`config.mk`:
```
export PLATFORM = sky130hd
export DESIGN_NAME = wroi_lerp
export DESIGN_NICKNAME = d
export VERILOG_FILES = /design/src/rtl/core/wroi_lerp.sv
export SDC_FILE = /design/constraint.sdc
export NUM_CORES = 2
export LEC_CHECK = 0
export ABC_AREA = 1
export BUFFER_PORTS_ARGS = -buffer_cell sky130_fd_sc_hd__clkbuf_2
export CAP_MARGIN = 20
export CORE_MARGIN = 5
export CORE_UTILIZATION = 35
export DETAILED_ROUTE_END_ITERATION = 10
export PLACE_DENSITY_LB_ADDON = 0.08
export SYNTH_ARGS = -nofsm -noshare
export SYNTH_HDL_FRONTEND = slang
export SYNTH_SLANG_ARGS = --single-unit
```
`constraint.sdc`:
```
create_clock -name aclk -period 10.1 [get_ports aclk]
set_clock_uncertainty 0.2 [all_clocks]
set_input_delay 2.02 -clock aclk [delete_from_list [all_inputs] [get_ports aclk]]
set_output_delay 2.02 -clock aclk [all_outputs]
set_load 0.02 [all_outputs]
```
`src/rtl/core/wroi_lerp.sv`:
```
// Pipelined line interpolation w0 + d*(w1-w0)/s, truncating toward zero.
module wroi_lerp #(
    parameter int SPAN_W = 15,
    parameter int W_W    = 16
) (
    input  logic                     aclk,
    input  logic                     en,
    input  logic [SPAN_W-1:0]        d,
    input  logic [SPAN_W-1:0]        s,
    input  logic signed [W_W-1:0]    w0,
    input  logic signed [W_W-1:0]    w1,
    output logic signed [W_W-1:0]    q
);

    localparam int P_W = SPAN_W + W_W;

    logic signed [W_W:0] diff;
    logic signed [W_W:0] diff_abs;
    logic [P_W-1:0]      prod;

    assign diff     = {w1[W_W-1], w1} - {w0[W_W-1], w0};
    assign diff_abs = diff[W_W] ? -diff : diff;
    assign prod     = P_W'(d) * P_W'(diff_abs[W_W-1:0]);

    // One quotient bit per stage; the quotient never exceeds |w1-w0|.
    logic [SPAN_W-1:0]     rem_reg  [0:W_W];
    logic [W_W-1:0]        low_reg  [0:W_W];
    logic [SPAN_W-1:0]     div_reg  [0:W_W];
    logic                  neg_reg  [0:W_W];
    logic signed [W_W-1:0] base_reg [0:W_W];
    logic signed [W_W-1:0] q_reg;

    always_ff @(posedge aclk) begin
        if (en) begin
            rem_reg[0]  <= prod[P_W-1:W_W];
            low_reg[0]  <= prod[W_W-1:0];
            div_reg[0]  <= s;
            neg_reg[0]  <= diff[W_W];
            base_reg[0] <= w0;
        end
    end

    for (genvar k = 0; k < W_W; k++) begin : g_step
        logic [SPAN_W:0]   trial;
        logic [SPAN_W:0]   sub;
        logic              take;
        logic [SPAN_W-1:0] rem_next;
        logic [W_W-1:0]    low_next;

        assign trial    = {rem_reg[k], low_reg[k][W_W-1]};
        assign sub      = trial - {1'b0, div_reg[k]};
        assign take     = trial >= {1'b0, div_reg[k]};
        assign rem_next = take ? sub[SPAN_W-1:0] : trial[SPAN_W-1:0];
        assign low_next = {low_reg[k][W_W-2:0], take};

        always_ff @(posedge aclk) begin
            if (en) begin
                rem_reg[k+1]  <= rem_next;
                low_reg[k+1]  <= low_next;
                div_reg[k+1]  <= div_reg[k];
                neg_reg[k+1]  <= neg_reg[k];
                base_reg[k+1] <= base_reg[k];
            end
        end
    end

    logic signed [W_W:0]   step;
    logic signed [W_W:0]   sum;
    logic signed [W_W-1:0] q_next;

    assign step   = neg_reg[W_W] ? -$signed({1'b0, low_reg[W_W]})
                                 : $signed({1'b0, low_reg[W_W]});
    assign sum    = {base_reg[W_W][W_W-1], base_reg[W_W]} + step;
    assign q_next = sum[W_W-1:0];

    always_ff @(posedge aclk) begin
        if (en) begin
            q_reg <= q_next;
        end
    end

    assign q = q_reg;

endmodule

```
* Yosys cells after proc, flatten, opt, wreduce, memory -nomap -nowiden
Memory sizes are Yosys's and may differ from the RTL's.
Index checks and enable logic that the tools add are counted.
** Operators by class
- Multipliers :: 1
- Muxes and demuxes :: 20
- Add/subtract/negate cells :: 20
- Order comparisons :: 16
** Operators by type and width (number)
- greater-or-equal comparator 16 x 15 -> 1 bit :: 16
- 2-to-1 mux 15 bit :: 16
- subtractor 15 bit :: 16
- 2-to-1 mux 16 bit :: 2
- negator 16 bit :: 2
- multiplier 15 x 16 -> 31 bit :: 1
- subtractor 16 x 16 -> 17 bit :: 1
- adder 16 bit :: 1
- 2-to-1 mux 1 bit :: 2
** Storage, ports and cells
- Flip-flop bits (word level) :: 16
- Input port bits :: 64
- Output and inout port bits :: 16
- Bits in writable memories :: 1071
- Memories kept :: 5
** Memories
- base_reg :: words 17, bits a word 16, rd ports 17, clocked after Yosys merged registers in 0, wr ports 17, line 30 : logic signed [W_W-1:0] base_reg [0:W_W];
- low_reg :: words 17, bits a word 16, rd ports 17, clocked after Yosys merged registers in 0, wr ports 17, line 27 : logic [W_W-1:0] low_reg [0:W_W];
- div_reg :: words 17, bits a word 15, rd ports 16, clocked after Yosys merged registers in 0, wr ports 17, line 28 : logic [SPAN_W-1:0] div_reg [0:W_W];
- rem_reg :: words 17, bits a word 15, rd ports 16, clocked after Yosys merged registers in 0, wr ports 17, line 26 : logic [SPAN_W-1:0] rem_reg [0:W_W];
- neg_reg :: words 17, bits a word 1, rd ports 17, clocked after Yosys merged registers in 0, wr ports 17, line 29 : logic neg_reg [0:W_W];

* Depth between registers and ports, before layout
- Depth after elaboration :: 4
- Depth in mapped cells :: 41

* Least setup slack after synthesis
OpenSTA, ideal clock, no wires.
- Path type :: input port to flip-flop
- From :: input w1[0]
- To :: memory rem_reg[0][7] (data pin)
- Library setup time :: 0.256 ns
- Buffers on the path :: 2
- Cell stages on the path :: 38
- Arrival :: 8.556 ns
- Data required time :: 9.644 ns
- Slack :: 1.088 ns
- Cell sequence :: inv_1 -> ha_1 -> fa_1 -> inv_1 -> nand3_1 -> nand3_1 -> nand2_1 -> nand2_1 -> nand2_1 -> nand2_2 -> nand2_1 -> nand3b_2 -> nand2_1 -> nand2_4 -> buf_8 -> nand3_1 -> nand2_1 -> buf_4 -> [2 not listed] -> inv_1 -> fa_1 -> inv_1 -> fa_1 -> fa_1 -> fa_1 -> inv_1 -> fa_1 -> inv_1 -> ha_1 -> a21oi_1 -> inv_1 -> a31oi_1 -> a21boi_0 -> o21ai_1 -> and2_1 -> o21bai_1 -> nand2_1
** RTL lines
- start, declared :: line 11 : input logic signed [W_W-1:0] w1,
- end, declared :: line 26

==> flow_summary.html <==
<table>
<tr><th>Metric</th><th>Value</th></tr>
<tr><th colspan="2">Logic synthesis</th></tr>
<tr><td>XOR/XNOR share of the synthesized area</td><td>3.80%</td></tr>
<tr><td>Yosys reg bits</td><td>1,057</td></tr>
<tr><td>Unique masters post-synth</td><td>53</td></tr>
<tr><td>Compound-gate portion of the synthesized area</td><td>6.83%</td></tr>
<tr><td>Post-synthesis sequential area ratio</td><td>58.1%</td></tr>
<tr><td>Simple-gate portion of the synthesized area</td><td>10.5%</td></tr>
<tr><td>Primary FF master, synth</td><td>edfxtp_1</td></tr>
<tr><td>Post-synth EDFFs</td><td>1,057</td></tr>
<tr><td>Syn Std Cell Area</td><td>54,600 µm²</td></tr>
<tr><td>Synthesis warning total</td><td>0</td></tr>
<tr><td>Mapped Avg Cell Area</td><td>11.8 µm²</td></tr>
<tr><td>Number of standard cells after synthesis</td><td>4,632</td></tr>
<tr><td>Dominant combinational cell family by area after synthesis</td><td>adder cells</td></tr>
<tr><td>Synth Area in Adders</td><td>15.6%</td></tr>
<tr><td>Share of flip-flops with an asynchronous set or reset</td><td>0%</td></tr>
<tr><td>Synthesized netlist net count</td><td>5,261</td></tr>
<tr><td>Multiplexer share of the synthesized area</td><td>0%</td></tr>
<tr><th colspan="2">GRT</th></tr>
<tr><td>Wire length of the first global-routing pass</td><td>182,000 µm</td></tr>
<tr><td>Pin count of the biggest net entering global routing</td><td>191</td></tr>
<tr><td>Antenna violations before repair</td><td>0</td></tr>
<tr><td>GR Overflow Total</td><td>0</td></tr>
<tr><td>Overall global routing resource usage</td><td>13.9%</td></tr>
<tr><td>Via count of the first global-routing pass</td><td>34,200</td></tr>
<tr><th colspan="2">Clock network</th></tr>
<tr><td>Number of sinks handled by clock tree synthesis</td><td>1,057</td></tr>
<tr><td>Later-pin clock latency in the skew report</td><td>0.73 ns</td></tr>
<tr><td>Count of H-tree levels built during CTS</td><td>3</td></tr>
<tr><td>Number of gates given a new drive strength after cts</td><td>0</td></tr>
<tr><td>Clk slew on worst S/H paths</td><td>0.06 ns</td></tr>
<tr><td>Hold buffers post-CTS</td><td>0</td></tr>
<tr><td>Maximum buffer depth of the clock tree</td><td>3</td></tr>
<tr><td>Clock buffers created by TritonCTS</td><td>117</td></tr>
<tr><td>Clock tree from TritonCTS</td><td>built</td></tr>
<tr><td>Root Buffer</td><td>clkbuf_16</td></tr>
<tr><td>Setup fix buffers added after clock tree synthesis</td><td>0</td></tr>
<tr><th colspan="2">STA</th></tr>
<tr><td>Final slew viol count</td><td>0</td></tr>
<tr><td>Worst hold margin</td><td>0.171 ns</td></tr>
<tr><td>Final Hold Violating Endpoints</td><td>0</td></tr>
<tr><td>Final number of setup-violating endpoints</td><td>0</td></tr>
<tr><td>Sum of negative setup slack</td><td>0 ns</td></tr>
<tr><td>Slew @ Worst Pin</td><td>1.05 ns</td></tr>
<tr><td>RSZ-0062 raised after global routing</td><td>false</td></tr>
<tr><td>Maximum frequency from static timing analysis</td><td>109 MHz</td></tr>
<tr><td>Shortest period the worst path allows</td><td>9.15 ns</td></tr>
<tr><td>Period utilization</td><td>90.6%</td></tr>
<tr><td>Relative max-transition margin</td><td>29.7%</td></tr>
<tr><th colspan="2">Critical path</th></tr>
<tr><td>Worst endpoint required time</td><td>10.31 ns</td></tr>
<tr><td>Slowest cell delay on critical path</td><td>0.56 ns</td></tr>
<tr><td>Most common cell type on the critical path</td><td>nand2_1</td></tr>
<tr><td>Worst setup path startpoint</td><td>w0[0]</td></tr>
<tr><td>Largest fanout of any net on the critical path</td><td>18</td></tr>
<tr><td>Worst setup path class</td><td>input port to flop</td></tr>
<tr><td>Kind of capture point of the worst setup path</td><td>flop</td></tr>
<tr><td>Critical R2R Launch</td><td>div_reg[0][135]</td></tr>
<tr><td>Critical Path Start Type</td><td>input port</td></tr>
<tr><td>Worst reg2reg endpoint</td><td>rem_reg[0][161]</td></tr>
<tr><td>Worst reg-to-reg setup slack</td><td>6.36 ns</td></tr>
<tr><td>CP bufs+invs</td><td>7</td></tr>
<tr><td>Cell type of the slowest stage on the worst timing path</td><td>fa_1</td></tr>
<tr><td>Crit path max-delay family</td><td>adder cells</td></tr>
<tr><td>Worst endpoint data arrival time</td><td>9.36 ns</td></tr>
<tr><td>Number of cells traversed by the worst register-to-register path</td><td>9</td></tr>
<tr><th colspan="2">Finish</th></tr>
<tr><td>Number of antenna cells inserted</td><td>0</td></tr>
<tr><td>Utilization after layout</td><td>39.4%</td></tr>
<tr><td>Ratio of cells with drive above 1 in the final layout</td><td>6.87%</td></tr>
<tr><td>Nets</td><td>5,425</td></tr>
<tr><td>Finished Cell Area</td><td>61,400 µm²</td></tr>
<tr><td>Area added between synthesis and finish</td><td>12.3%</td></tr>
<tr><th colspan="2">Placement</th></tr>
<tr><td>Global placement routability congestion</td><td>0.849</td></tr>
<tr><td>Placement-stage cell area</td><td>57,500 µm²</td></tr>
<tr><td>Detailed-placement wirelength estimate</td><td>83,500 µm</td></tr>
<tr><td>Count of buffers from port buffering</td><td>79</td></tr>
<tr><th colspan="2">Drt</th></tr>
<tr><td>Number of vias per cell</td><td>4.63</td></tr>
<tr><td>First-pass detailed-route iteration total</td><td>5</td></tr>
<tr><td># DRC</td><td>0</td></tr>
<tr><td>Total wire length after detailed routing</td><td>111,000 µm</td></tr>
<tr><td>Overall via count from detail_route</td><td>32,200</td></tr>
<tr><td>Count of nets left with antenna violations after detail routing</td><td>0</td></tr>
<tr><td>DRC marker count from the first detailed-route iteration</td><td>1,528</td></tr>
<tr><td>Routed length per placed instance</td><td>16.0 µm</td></tr>
<tr><th colspan="2">Floorplanning</th></tr>
<tr><td>Total die area</td><td>164,000 µm²</td></tr>
<tr><td>Number of rows in the core area</td><td>145</td></tr>
<tr><td>Starting density of the core</td><td>35.1%</td></tr>
<tr><td>Floorplan core area</td><td>156,000 µm²</td></tr>
<tr><td>Die X-Extent</td><td>405 µm</td></tr>
<tr><td>Vert. Die Dim</td><td>405 µm</td></tr>
<tr><td>I/O pins</td><td>80</td></tr>
<tr><th colspan="2">Run status</th></tr>
<tr><td>Run status</td><td>finished, final reports clean</td></tr>
<tr><th colspan="2">Worst hold path</th></tr>
<tr><td>Number of cells on the worst hold path</td><td>0</td></tr>
<tr><td>Class of the worst hold path</td><td>flop to flop</td></tr>
<tr><td>Source of the worst hold timing path</td><td>low_reg[0][20]</td></tr>
<tr><td>Hold worst-path end</td><td>low_reg[0][37]</td></tr>
<tr><th colspan="2">Run</th></tr>
<tr><td>Reported max-cap violation count</td><td>0</td></tr>
</table>
## cells by family after synthesis
logic type                 Yosys count
buffers and inverters              724
DFF                               1057
AOI/OAI and AO/OA                  685
and+or+nand+nor                   1364
xor gates and xnor gates           237
adders and majority gates          565
## metrics by stage
step,setup slack [ns],std cells
6_report,0.948,6949
5_1_grt,0.398,6949
4_1_cts,0.973,6945
3_5_place_dp,0.239,6731
3_3_place_gp,0.301,6730
2_1_floorplan,1.09,4632
## synthesized netlist by cell type, drive strengths merged, types with 15 or more instances
| cell type | n | share of area (%) |
|---|---|---|
| nand4 | 27 | 0.34 |
| a21oi | 436 | 4.0 |
| nand2 | 664 | 4.7 |
| o21ai | 140 | 1.3 |
| inv | 658 | 4.5 |
| fa | 197 | 7.2 |
| nor2 | 429 | 3.0 |
| buf | 49 | 0.48 |
| ha | 368 | 8.4 |
| nor3 | 49 | 0.45 |
| o31ai | 19 | 0.26 |
| xor2 | 107 | 1.7 |
| a21o | 15 | 0.21 |
| nand3 | 172 | 1.6 |
| a31oi | 19 | 0.22 |
| xnor2 | 130 | 2.1 |
| edfxtp | 1057 | 58 |
## final cells by class
| type | instances | area (µm²) |
|---|---|---|
| Multi-Input combinational cell | 2851 | 20100 |
| Timing Repair Buffer | 103 | 698 |
| Fill cell | 15000 | 94300 |
| Clock buffer | 140 | 3040 |
| Sequential cell | 1057 | 31700 |
| Inverter | 666 | 2500 |
| Clock inverter | 74 | 734 |
| Tap cell | 2058 | 2570 |
## cell usage in the layout, fill, tap and decap left out, drive strengths merged, types with 3 or more instances in the layout
cell type and n:
a21o 15, a2111oi 3, a311oi 8, a21oi 436, xor2 107, nor2 429
clkinv 69, buf 25, nand3 172, nor4 7, a211oi 4, xnor2 130
a21boi 13, o21bai 3, nand4 27, nand3b 9, nor3 49, fa 197
a31oi 19, ha 368, inv 659, o31ai 19, o21ai 140, nand2 664
o21a 13, clkbuf 218, edfxtp 1057, and2 3, bufinv 10, o41ai 5
## worst register-to-register path: cells and delay by family (launching register included)
kind / cells / cell delay (ns)
AO/OA/AOI/OAI: 5 / 1.39
adder cells (fa/ha/maj): 2 / 0.65
flip-flops: 1 / 0.40
AND/OR/NAND/NOR: 2 / 0.82
## per-layer routing
metal	part of all wire [%]	global-route usage (%)
met5	0	0
met4	3.5	4.77
met3	3.0	2.23
met2	52	25.5
met1	42	16.4
## how the worst max path moves through the flow
stage,endpoint,slack (ns),depth (start not counted)
2_1_floorplan,rem_reg[0][7],1.09,38
3_3_place_gp,rem_reg[0][10],0.30,39
3_5_place_dp,rem_reg[0][6],0.24,37
4_1_cts,rem_reg[0][6],0.97,37
5_1_grt,rem_reg[0][7],0.40,37
6_report,rem_reg[0][7],0.95,37
Power is left out: the tool's default activity adds up to more than one toggle a clock period on the data nets, which glitch-free logic cannot reach.
